--- src/sv/mcspf_pkg.sv ---
// ----------------------------------------------------------------------------
// mcspf_pkg
// Shared types, widths and codes of the muon candidate scaled-pt filter.
// ----------------------------------------------------------------------------
package mcspf_pkg;

    localparam int PT_W    = 16;
    localparam int ETA_W   = 14;
    localparam int COEF_W  = 21;
    localparam int PACK_W  = 3 * COEF_W;
    localparam int CNT_W   = 8;
    localparam int DIFF_W  = COEF_W + 1;          // c - min_pt
    localparam int LP_W    = COEF_W + PT_W + 1;   // l * pt
    localparam int PSQ_W   = 2 * PT_W;            // pt * pt
    localparam int QP_W    = COEF_W + PSQ_W + 1;  // q * pt * pt
    localparam int SUM_W   = 56;                  // full-width scaled pt sum
    localparam int CIDX_W  = 3;

    localparam logic [CNT_W-1:0] MAX_COUNT = 8'd255;

    // |eta| region bounds, 0.9 and 1.2 in 1/1024 units
    localparam logic [ETA_W-1:0] CENTRAL_BOUND = 14'd922;
    localparam logic [ETA_W-1:0] OVERLAP_BOUND = 14'd1229;

    localparam logic [1:0] REGION_CENTRAL = 2'd0;
    localparam logic [1:0] REGION_OVERLAP = 2'd1;
    localparam logic [1:0] REGION_FORWARD = 2'd2;

    localparam logic [CIDX_W-1:0] CFG_COEFF_CENTRAL = 3'd0;
    localparam logic [CIDX_W-1:0] CFG_COEFF_OVERLAP = 3'd1;
    localparam logic [CIDX_W-1:0] CFG_COEFF_FORWARD = 3'd2;
    localparam logic [CIDX_W-1:0] CFG_MIN_PT        = 3'd3;
    localparam logic [CIDX_W-1:0] CFG_MIN_ETA       = 3'd4;
    localparam logic [CIDX_W-1:0] CFG_MAX_ETA       = 3'd5;
    localparam logic [CIDX_W-1:0] CFG_MIN_COUNT     = 3'd6;

    localparam int QUEUE_DEPTH = 4;
    localparam int QUEUE_AW    = 2;
    localparam int QUEUE_CW    = 3;

    typedef struct packed {
        logic        [PACK_W-1:0] coeff_central;
        logic        [PACK_W-1:0] coeff_overlap;
        logic        [PACK_W-1:0] coeff_forward;
        logic signed [COEF_W-1:0] min_pt;
        logic signed [ETA_W-1:0]  min_eta;
        logic signed [ETA_W-1:0]  max_eta;
        logic        [CNT_W-1:0]  min_count;
    } cfg_t;

    // classified candidate as it waits in the queue
    typedef struct packed {
        logic [PT_W-1:0] pt;
        logic [1:0]      region;
        logic            eta_ok;
        logic            last;
    } cand_t;

endpackage

--- src/sv/mcspf_front.sv ---
// ----------------------------------------------------------------------------
// mcspf_front
// Accept candidates, pick the eta region and apply the eta window cut.
// ----------------------------------------------------------------------------
module mcspf_front (
    input  logic                                   s_valid,
    output logic                                   s_ready,
    input  logic [mcspf_pkg::PT_W-1:0]             s_pt,
    input  logic signed [mcspf_pkg::ETA_W-1:0]     s_eta,
    input  logic                                   s_last,
    input  mcspf_pkg::cfg_t                        cfg,
    input  logic                                   q_full,
    output logic                                   q_push,
    output mcspf_pkg::cand_t                       q_wdata
);

    logic [mcspf_pkg::ETA_W-1:0] abs_eta;

    // -8192 wraps to 8192, which still fits as unsigned
    assign abs_eta = s_eta[mcspf_pkg::ETA_W-1] ? mcspf_pkg::ETA_W'(-s_eta)
                                               : mcspf_pkg::ETA_W'(s_eta);

    assign s_ready = !q_full;
    assign q_push  = s_valid && !q_full;

    always_comb begin
        q_wdata.pt     = s_pt;
        q_wdata.last   = s_last;
        q_wdata.eta_ok = (s_eta >= cfg.min_eta) && (s_eta <= cfg.max_eta);
        if (abs_eta < mcspf_pkg::CENTRAL_BOUND) begin
            q_wdata.region = mcspf_pkg::REGION_CENTRAL;
        end else if (abs_eta < mcspf_pkg::OVERLAP_BOUND) begin
            q_wdata.region = mcspf_pkg::REGION_OVERLAP;
        end else begin
            q_wdata.region = mcspf_pkg::REGION_FORWARD;
        end
    end

endmodule

--- src/sv/mcspf_queue.sv ---
// ----------------------------------------------------------------------------
// mcspf_queue
// Short first-in first-out queue between the front and back parts.
// ----------------------------------------------------------------------------
module mcspf_queue (
    input  logic              aclk,
    input  logic              aresetn,
    input  logic              push,
    input  mcspf_pkg::cand_t  wdata,
    output logic              full,
    input  logic              pop,
    output logic              rvalid,
    output mcspf_pkg::cand_t  rdata
);

    mcspf_pkg::cand_t                  mem [mcspf_pkg::QUEUE_DEPTH];
    logic [mcspf_pkg::QUEUE_AW-1:0]    wr_ptr_reg, wr_ptr_next;
    logic [mcspf_pkg::QUEUE_AW-1:0]    rd_ptr_reg, rd_ptr_next;
    logic [mcspf_pkg::QUEUE_CW-1:0]    count_reg, count_next;
    logic                              do_push, do_pop;

    assign full    = (count_reg == mcspf_pkg::QUEUE_CW'(mcspf_pkg::QUEUE_DEPTH));
    assign rvalid  = (count_reg != '0);
    assign rdata   = mem[rd_ptr_reg];
    assign do_push = push && !full;
    assign do_pop  = pop && rvalid;

    always_comb begin
        wr_ptr_next = do_push ? wr_ptr_reg + 1'b1 : wr_ptr_reg;
        rd_ptr_next = do_pop  ? rd_ptr_reg + 1'b1 : rd_ptr_reg;
        count_next  = count_reg;
        if (do_push && !do_pop) begin
            count_next = count_reg + 1'b1;
        end else if (do_pop && !do_push) begin
            count_next = count_reg - 1'b1;
        end
    end

    always_ff @(posedge aclk) begin
        if (do_push) begin
            mem[wr_ptr_reg] <= wdata;
        end
    end

    always_ff @(posedge aclk) begin
        if (!aresetn) begin
            wr_ptr_reg <= '0;
            rd_ptr_reg <= '0;
            count_reg  <= '0;
        end else begin
            wr_ptr_reg <= wr_ptr_next;
            rd_ptr_reg <= rd_ptr_next;
            count_reg  <= count_next;
        end
    end

    a_count_bound: assert property (@(posedge aclk) disable iff (!aresetn)
        count_reg <= mcspf_pkg::QUEUE_CW'(mcspf_pkg::QUEUE_DEPTH))
        else $error("queue fill count beyond depth");

    a_ptr_gap: assert property (@(posedge aclk) disable iff (!aresetn)
        (count_reg == '0 || count_reg == mcspf_pkg::QUEUE_CW'(mcspf_pkg::QUEUE_DEPTH))
            |-> (wr_ptr_reg == rd_ptr_reg))
        else $error("queue pointers disagree with fill count");

endmodule

--- src/sv/mcspf_back.sv ---
// ----------------------------------------------------------------------------
// mcspf_back
// Evaluate the scaled pt polynomial, count passing candidates, drive results.
// ----------------------------------------------------------------------------
module mcspf_back (
    input  logic                              aclk,
    input  logic                              aresetn,
    input  mcspf_pkg::cfg_t                   cfg,
    input  logic                              q_valid,
    input  mcspf_pkg::cand_t                  q_rdata,
    output logic                              q_pop,
    output logic                              m_valid,
    input  logic                              m_ready,
    output logic                              m_passed,
    output logic [mcspf_pkg::CNT_W-1:0]       m_count_so_far,
    output logic                              m_event_end,
    output logic                              m_accept
);

    logic                                     adv;

    // stage 1: coefficient pick, l*pt and pt*pt
    logic [mcspf_pkg::PACK_W-1:0]             packed_sel;
    logic signed [mcspf_pkg::COEF_W-1:0]      c_sel, l_sel, q_sel;
    logic                                     v1_reg, v1_next;
    logic signed [mcspf_pkg::DIFF_W-1:0]      d1_reg, d1_next;
    logic signed [mcspf_pkg::LP_W-1:0]        lp1_reg, lp1_next;
    logic [mcspf_pkg::PSQ_W-1:0]              psq1_reg, psq1_next;
    logic signed [mcspf_pkg::COEF_W-1:0]      q1_reg, q1_next;
    logic                                     ok1_reg, ok1_next;
    logic                                     last1_reg, last1_next;

    // stage 2: q * pt * pt
    logic                                     v2_reg, v2_next;
    logic signed [mcspf_pkg::DIFF_W-1:0]      d2_reg, d2_next;
    logic signed [mcspf_pkg::LP_W-1:0]        lp2_reg, lp2_next;
    logic signed [mcspf_pkg::QP_W-1:0]        qp2_reg, qp2_next;
    logic                                     ok2_reg, ok2_next;
    logic                                     last2_reg, last2_next;

    // stage 3: sum, compare, count, result register
    logic signed [mcspf_pkg::SUM_W-1:0]       d_ext, lp_ext, qp_ext, sum;
    logic                                     pass;
    logic [mcspf_pkg::CNT_W-1:0]              shown;
    logic [mcspf_pkg::CNT_W-1:0]              pass_count_reg, pass_count_next;
    logic                                     m_valid_reg, m_valid_next;
    logic                                     m_passed_reg, m_passed_next;
    logic [mcspf_pkg::CNT_W-1:0]              m_count_reg, m_count_next;
    logic                                     m_end_reg, m_end_next;
    logic                                     m_accept_reg, m_accept_next;

    assign adv   = !m_valid_reg || m_ready;
    assign q_pop = adv && q_valid;

    always_comb begin
        case (q_rdata.region)
            mcspf_pkg::REGION_CENTRAL: packed_sel = cfg.coeff_central;
            mcspf_pkg::REGION_OVERLAP: packed_sel = cfg.coeff_overlap;
            default:                   packed_sel = cfg.coeff_forward;
        endcase
        c_sel = packed_sel[mcspf_pkg::COEF_W-1:0];
        l_sel = packed_sel[2*mcspf_pkg::COEF_W-1:mcspf_pkg::COEF_W];
        q_sel = packed_sel[3*mcspf_pkg::COEF_W-1:2*mcspf_pkg::COEF_W];
    end

    always_comb begin
        v1_next    = v1_reg;
        d1_next    = d1_reg;
        lp1_next   = lp1_reg;
        psq1_next  = psq1_reg;
        q1_next    = q1_reg;
        ok1_next   = ok1_reg;
        last1_next = last1_reg;
        if (adv) begin
            v1_next    = q_valid;
            // fold min_pt into c: the cut becomes a sign test
            d1_next    = {c_sel[mcspf_pkg::COEF_W-1], c_sel}
                       - {cfg.min_pt[mcspf_pkg::COEF_W-1], cfg.min_pt};
            lp1_next   = l_sel * $signed({1'b0, q_rdata.pt});
            psq1_next  = q_rdata.pt * q_rdata.pt;
            q1_next    = q_sel;
            ok1_next   = q_rdata.eta_ok;
            last1_next = q_rdata.last;
        end
    end

    always_comb begin
        v2_next    = v2_reg;
        d2_next    = d2_reg;
        lp2_next   = lp2_reg;
        qp2_next   = qp2_reg;
        ok2_next   = ok2_reg;
        last2_next = last2_reg;
        if (adv) begin
            v2_next    = v1_reg;
            d2_next    = d1_reg;
            lp2_next   = lp1_reg;
            qp2_next   = q1_reg * $signed({1'b0, psq1_reg});
            ok2_next   = ok1_reg;
            last2_next = last1_reg;
        end
    end

    always_comb begin
        d_ext  = {{(mcspf_pkg::SUM_W-mcspf_pkg::DIFF_W){d2_reg[mcspf_pkg::DIFF_W-1]}},
                  d2_reg};
        lp_ext = {{(mcspf_pkg::SUM_W-mcspf_pkg::LP_W){lp2_reg[mcspf_pkg::LP_W-1]}},
                  lp2_reg};
        qp_ext = {{(mcspf_pkg::SUM_W-mcspf_pkg::QP_W){qp2_reg[mcspf_pkg::QP_W-1]}},
                  qp2_reg};
        sum    = (d_ext <<< 20) + (lp_ext <<< 10) + qp_ext;
        pass   = !sum[mcspf_pkg::SUM_W-1] && ok2_reg;
        shown  = (pass && pass_count_reg < mcspf_pkg::MAX_COUNT)
               ? pass_count_reg + 1'b1 : pass_count_reg;

        pass_count_next = pass_count_reg;
        m_valid_next    = m_valid_reg;
        m_passed_next   = m_passed_reg;
        m_count_next    = m_count_reg;
        m_end_next      = m_end_reg;
        m_accept_next   = m_accept_reg;
        if (adv) begin
            m_valid_next = v2_reg;
            if (v2_reg) begin
                pass_count_next = last2_reg ? '0 : shown;
                m_passed_next   = pass;
                m_count_next    = shown;
                m_end_next      = last2_reg;
                m_accept_next   = last2_reg && (shown >= cfg.min_count);
            end
        end
    end

    always_ff @(posedge aclk) begin
        d1_reg       <= d1_next;
        lp1_reg      <= lp1_next;
        psq1_reg     <= psq1_next;
        q1_reg       <= q1_next;
        ok1_reg      <= ok1_next;
        last1_reg    <= last1_next;
        d2_reg       <= d2_next;
        lp2_reg      <= lp2_next;
        qp2_reg      <= qp2_next;
        ok2_reg      <= ok2_next;
        last2_reg    <= last2_next;
        m_passed_reg <= m_passed_next;
        m_count_reg  <= m_count_next;
        m_end_reg    <= m_end_next;
        m_accept_reg <= m_accept_next;
    end

    always_ff @(posedge aclk) begin
        if (!aresetn) begin
            v1_reg         <= 1'b0;
            v2_reg         <= 1'b0;
            m_valid_reg    <= 1'b0;
            pass_count_reg <= '0;
        end else begin
            v1_reg         <= v1_next;
            v2_reg         <= v2_next;
            m_valid_reg    <= m_valid_next;
            pass_count_reg <= pass_count_next;
        end
    end

    assign m_valid        = m_valid_reg;
    assign m_passed       = m_passed_reg;
    assign m_count_so_far = m_count_reg;
    assign m_event_end    = m_end_reg;
    assign m_accept       = m_accept_reg;

    a_clear_on_end: assert property (@(posedge aclk) disable iff (!aresetn)
        adv && v2_reg && last2_reg |=> pass_count_reg == '0)
        else $error("pass count not cleared after event end");

    a_accept_at_end: assert property (@(posedge aclk) disable iff (!aresetn)
        m_valid_reg && m_accept_reg |-> m_end_reg)
        else $error("event accept outside event end");

    a_pass_counted: assert property (@(posedge aclk) disable iff (!aresetn)
        m_valid_reg && m_passed_reg |-> m_count_reg != '0)
        else $error("passing candidate not counted");

    a_stall_holds: assert property (@(posedge aclk) disable iff (!aresetn)
        v1_reg && !adv |=> v1_reg && $stable(lp1_reg))
        else $error("pipeline stage moved during stall");

endmodule

--- src/sv/muon_candidate_scaled_pt_filter.sv ---
// ----------------------------------------------------------------------------
// muon_candidate_scaled_pt_filter
// Cut muon candidates on region-scaled pt and eta, count them per event and
// flag the event when enough candidates pass.
// ----------------------------------------------------------------------------
//
//   channel  | handshake           | payload
//   ---------+---------------------+---------------------------------------------
//   s_       | s_valid / s_ready   | s_pt, s_eta, s_last
//   m_       | m_valid / m_ready   | m_passed, m_count_so_far, m_event_end, m_accept
//   cfg_     | cfg_we (no wait)    | cfg_index, cfg_data
//
// One word in and one word out per clock, sustained while m_ready stays high.
// From input accept to result valid, the queue entry is written at the accept
// edge, then the three back stages follow (multiply l*pt and pt*pt, multiply
// q*pt*pt, sum and count).
// Reset (aresetn, synchronous) loads the register defaults and clears the
// per-event count and all valid flags.
// A low m_ready with m_valid high freezes the back pipeline; the four-entry queue
// keeps taking words until full, then s_ready drops.
//
module muon_candidate_scaled_pt_filter (
    input  logic                                     aclk,
    input  logic                                     aresetn,
    input  logic                                     s_valid,
    output logic                                     s_ready,
    input  logic [mcspf_pkg::PT_W-1:0]               s_pt,
    input  logic signed [mcspf_pkg::ETA_W-1:0]       s_eta,
    input  logic                                     s_last,
    output logic                                     m_valid,
    input  logic                                     m_ready,
    output logic                                     m_passed,
    output logic [mcspf_pkg::CNT_W-1:0]              m_count_so_far,
    output logic                                     m_event_end,
    output logic                                     m_accept,
    input  logic                                     cfg_we,
    input  logic [mcspf_pkg::CIDX_W-1:0]             cfg_index,
    input  logic [mcspf_pkg::PACK_W-1:0]             cfg_data
);

    mcspf_pkg::cfg_t   cfg_reg, cfg_next;
    mcspf_pkg::cand_t  q_wdata, q_rdata;
    logic              q_push, q_full, q_pop, q_valid;

    // Register bank: decode the write index, ignore unknown indexes.
    always_comb begin
        cfg_next = cfg_reg;
        if (cfg_we) begin
            case (cfg_index)
                mcspf_pkg::CFG_COEFF_CENTRAL: cfg_next.coeff_central = cfg_data;
                mcspf_pkg::CFG_COEFF_OVERLAP: cfg_next.coeff_overlap = cfg_data;
                mcspf_pkg::CFG_COEFF_FORWARD: cfg_next.coeff_forward = cfg_data;
                mcspf_pkg::CFG_MIN_PT:
                    cfg_next.min_pt = cfg_data[mcspf_pkg::COEF_W-1:0];
                mcspf_pkg::CFG_MIN_ETA:
                    cfg_next.min_eta = cfg_data[mcspf_pkg::ETA_W-1:0];
                mcspf_pkg::CFG_MAX_ETA:
                    cfg_next.max_eta = cfg_data[mcspf_pkg::ETA_W-1:0];
                mcspf_pkg::CFG_MIN_COUNT:
                    cfg_next.min_count = cfg_data[mcspf_pkg::CNT_W-1:0];
                default: cfg_next = cfg_reg;
            endcase
        end
    end

    always_ff @(posedge aclk) begin
        if (!aresetn) begin
            // each coefficient set defaults to c = 1024, l = 0, q = 0
            cfg_reg.coeff_central <= 63'd1024;
            cfg_reg.coeff_overlap <= 63'd1024;
            cfg_reg.coeff_forward <= 63'd1024;
            cfg_reg.min_pt        <= -21'sd32;
            cfg_reg.min_eta       <= -14'sd5120;
            cfg_reg.max_eta       <= 14'sd5120;
            cfg_reg.min_count     <= 8'd1;
        end else begin
            cfg_reg <= cfg_next;
        end
    end

    // Front: classify eta region and window, push into the queue.
    mcspf_front u_front (
        .s_valid (s_valid),
        .s_ready (s_ready),
        .s_pt    (s_pt),
        .s_eta   (s_eta),
        .s_last  (s_last),
        .cfg     (cfg_reg),
        .q_full  (q_full),
        .q_push  (q_push),
        .q_wdata (q_wdata)
    );

    // Queue: decouple the front from back-pressure on the result side.
    mcspf_queue u_queue (
        .aclk    (aclk),
        .aresetn (aresetn),
        .push    (q_push),
        .wdata   (q_wdata),
        .full    (q_full),
        .pop     (q_pop),
        .rvalid  (q_valid),
        .rdata   (q_rdata)
    );

    // Back: polynomial, pt cut, event count and result register.
    mcspf_back u_back (
        .aclk           (aclk),
        .aresetn        (aresetn),
        .cfg            (cfg_reg),
        .q_valid        (q_valid),
        .q_rdata        (q_rdata),
        .q_pop          (q_pop),
        .m_valid        (m_valid),
        .m_ready        (m_ready),
        .m_passed       (m_passed),
        .m_count_so_far (m_count_so_far),
        .m_event_end    (m_event_end),
        .m_accept       (m_accept)
    );

endmodule
--- config.mk ---
export PLATFORM = sky130hd
export DESIGN_NAME = muon_candidate_scaled_pt_filter
export DESIGN_NICKNAME = d
export VERILOG_FILES = /design/src/sv/mcspf_pkg.sv /design/src/sv/mcspf_front.sv /design/src/sv/mcspf_queue.sv /design/src/sv/mcspf_back.sv /design/src/sv/muon_candidate_scaled_pt_filter.sv
export SDC_FILE = /design/constraint.sdc
export NUM_CORES = 2
export LEC_CHECK = 0
export ABC_AREA = 0
export BUFFER_PORTS_ARGS = -buffer_cell sky130_fd_sc_hd__buf_2
export CAP_MARGIN = 25
export CORE_UTILIZATION = 30
export DETAILED_ROUTE_END_ITERATION = 6
export SLEW_MARGIN = 20
export SYNTH_ARGS = -nofsm -noshare
export SYNTH_HDL_FRONTEND = slang
export SYNTH_HIERARCHICAL = 1
export SYNTH_SLANG_ARGS = --single-unit
--- constraint.sdc ---
create_clock -name aclk -period 11.1 [get_ports aclk]
set_clock_uncertainty 0.15 [all_clocks]
set_input_delay 1.11 -clock aclk [delete_from_list [all_inputs] [get_ports aclk]]
set_output_delay 1.11 -clock aclk [all_outputs]
set_load 0.005 [all_outputs]
==> qor.txt <==
status = finished, final reports clean
DRC viols = 0
Period Utilization, post-route = 82.2%
Hold Crit Class = reg2reg
Critical R2R Capture = u_back/lp1_reg[36]
Worst EP required = 11.33 ns
RD Place Congestion = 0.875
simple-gate share of the synthesized area = 13.5%
Post-CTS Setup Repair Bufs = 0
Post-synth top cells = inv_1, fa_1, nand2_1
FFs w/ async S/R, synth = 0%
mux contribution to synthesized area = 5.50%
prevailing post-synth register cell = edfxtp_1
IO Count = 115
FMAX = 0.110 GHz
synthesized area = 66900 um^2
DPL Wire Length = 128000 um
normalized max-slew margin = 26.2%
top cell type's share of synthesized area = 32.6%
Via Count = 45400
largest net degree at the start of global routing = 170
CTS tree = built
DRT iter0 DRCs = 2653
register-to-register path setup slack = 1.98 ns
WHS Endpoint = u_back/lp2_reg[10]
area grow syn2layout = 8.77%
final instance area = 72800 um^2
Hold Buf Count CTS = 0
Worst Path Arrival = 9.35 ns
Final Max Tran Viols = 0
chip width = 474 um
hold path depth = 0
final net count = 8431
kind of critical path = reg2reg
final non-filler cell total = 9761
CP Max Fanout = 50
placed cells = 9632
gr usage total = 15.1%
final wirelength = 167000 um
# resized after CTS = 0
GRT overflow = 0
XOR/XNOR Fraction of Synth Area = 1.99%
core box area = 222000 um^2
Adder-Cell Fraction of Synth Area = 42.1%
Max-Cap Viols = 0
row count = 173
wire per inst = 17.1 um
first-pass GRT wire length = 269000 um
R2R depth = 24
Yosys warning count = 6
worst skew pair latency = 0.64 ns
filler cell count = 22700
layout cells sized above 1 = 5.44%
Crit. End Element = register
Synth Instances = 6784
FF+latch area = 14700 um^2
initial core utilization = 30.1%
final hold violations = 0
largest family of logic cells by synthesized area = adder cells
Antenna Violating Nets Remaining = 0
Total Die Area = 225000 um^2
FF+latch count, synth = 577
most frequent cell after synthesis = inv_1
hold path start = u_back/lp1_reg[10]
initial antenna violation count = 9
Cell variety after synth = 97
htree depth = 3
vias in the first global route = 49200
Setup-failing EPs final = 0
CTS sink cnt = 577
die extent in y = 474 um
number of flops mapped to enable cells by yosys = 311
post-route setup TNS = 0 ns
unrepaired setup endpoints after global routing = false
Final min period = 9.12 ns
area taken by multi-input logic gates = 45700 um^2
Compound-Gate Fraction of Synth Area = 4.95%
Port Buffers = 114
clock-pin slew on the worst setup and hold paths = 0.07 ns
crit path launch type = register
Bufs on Longest Clock Path = 3
max reg flops = 246
CTS buffer count = 66
vias per inst = 4.65
root buffer cell = clkbuf_16
cell taking the most area after synthesis = fa_1
largest cells by area after synthesis = fa_1, edfxtp_1, ha_1, dfxtp_1, inv_1
syn avg cell area = 9.87 um^2
Least-Margin Pin Slew = 1.11 ns
Post-DP Area = 70500 um^2
1st-pass router iterations = 5
sequential share of the synthesized area = 21.9%
==> logic make-up (layout without fill, tap and decap cells) <==
| group | after synthesis | count (layout) |
|---|---|---|
| muxes | 342 | 342 |
| adders and majority gates | 1600 | 1600 |
| other | 2 | 12 |
| AOI/OAI and AO/OA | 513 | 513 |
| and+or+nand+nor | 1903 | 1903 |
| buffers and inverters | 1695 | 1687 |
| DFF | 577 | 577 |
| xor gates and xnor gates | 152 | 152 |
==> how the worst max path moves through the flow <==
stage	end	slack (ns)	depth (start not counted)
after CTS	u_back/lp1_reg[36]	1.92	24
after detailed placement	u_back/lp1_reg[36]	1.91	24
after global routing	u_back/lp1_reg[36]	1.39	24
after global placement	u_back/lp1_reg[36]	1.94	24
final	u_back/lp1_reg[36]	1.98	24
after floorplan	u_back/pass_count_reg[2]	1.23	7
==> layout by cell type, fill, tap and decap left out, types with 11 or more instances in the layout <==
| cell | n |
|---|---|
| o21a_1 | 30 |
| nor3_1 | 25 |
| o21ai_0 | 106 |
| o21bai_1 | 11 |
| inv_1 | 1358 |
| o211ai_1 | 17 |
| xnor2_1 | 106 |
| ha_1 | 509 |
| buf_4 | 78 |
| mux2i_1 | 318 |
| nand2_1 | 1044 |
| nand3_1 | 33 |
| and3_1 | 22 |
| a21oi_1 | 128 |
| xor2_1 | 46 |
| nor2b_1 | 70 |
| mux4_2 | 18 |
| clkbuf_1 | 18 |
| and2_1 | 453 |
| fa_1 | 1091 |
| a31oi_1 | 23 |
| edfxtp_1 | 311 |
| nor2_1 | 138 |
| nand4_1 | 18 |
| o21ai_1 | 23 |
| nand2b_1 | 40 |
| buf_2 | 113 |
| dfxtp_1 | 266 |
| a21o_1 | 72 |
| or3_1 | 12 |
| clkbuf_16 | 68 |
==> per-stage QoR <==
| step | hold WS (ns) | utilization [%] | setup WS [ns] |
|---|---|---|---|
| after floorplan | 0.250 | - | 1.23 |
| after global placement | 0.254 | 31.7 | 1.94 |
| after detailed placement | 0.255 | 31.7 | 1.91 |
| after CTS | 0.255 | 32.7 | 1.92 |
| after global routing | 0.268 | 32.8 | 1.39 |
| final | 0.245 | 32.8 | 1.98 |
==> metal layers <==
layer	GRT usage, %	vias up	wire length, um
li1	-	20800	-
met1	19.8	23300	73400
met2	26.2	1012	82200
met3	1.65	229	7000
met4	4.14	4	3940
met5	0	-	31
==> worst max-delay path, stage by stage (launching register included) <==
cell	delay, ns
dfxtp_1	0.77
mux4_4	0.66
buf_4	0.79
mux2i_1	0.20
o21ai_2	0.78
nand2_1	0.16
fa_1	0.51
inv_1	0.05
fa_1	0.54
fa_1	0.43
fa_1	0.47
fa_1	0.50
inv_1	0.05
fa_1	0.48
inv_1	0.05
ha_1	0.33
a21o_1	0.20
a221o_1	0.38
nand2_1	0.08
a31oi_1	0.08
a41o_1	0.29
a2111oi_1	0.45
o21bai_1	0.13
a21oi_1	0.19
xnor2_1	0.08
==> final cells by class <==
type                            instances  share of cell area [%]
Multi-Input combinational cell       4518                    62.7
Sequential cell                       577                    20.1
Inverter                             1360                    7.01
Tap cell                             2975                    5.11
Clock buffer                           89                    2.47
Timing Repair Buffer                  206                    1.89
Clock inverter                         32                   0.658
Antenna cell                            4                  0.0137
Power is not shown: default switching activity piles up to over one toggle a cycle in this logic, so the estimate is an artifact.
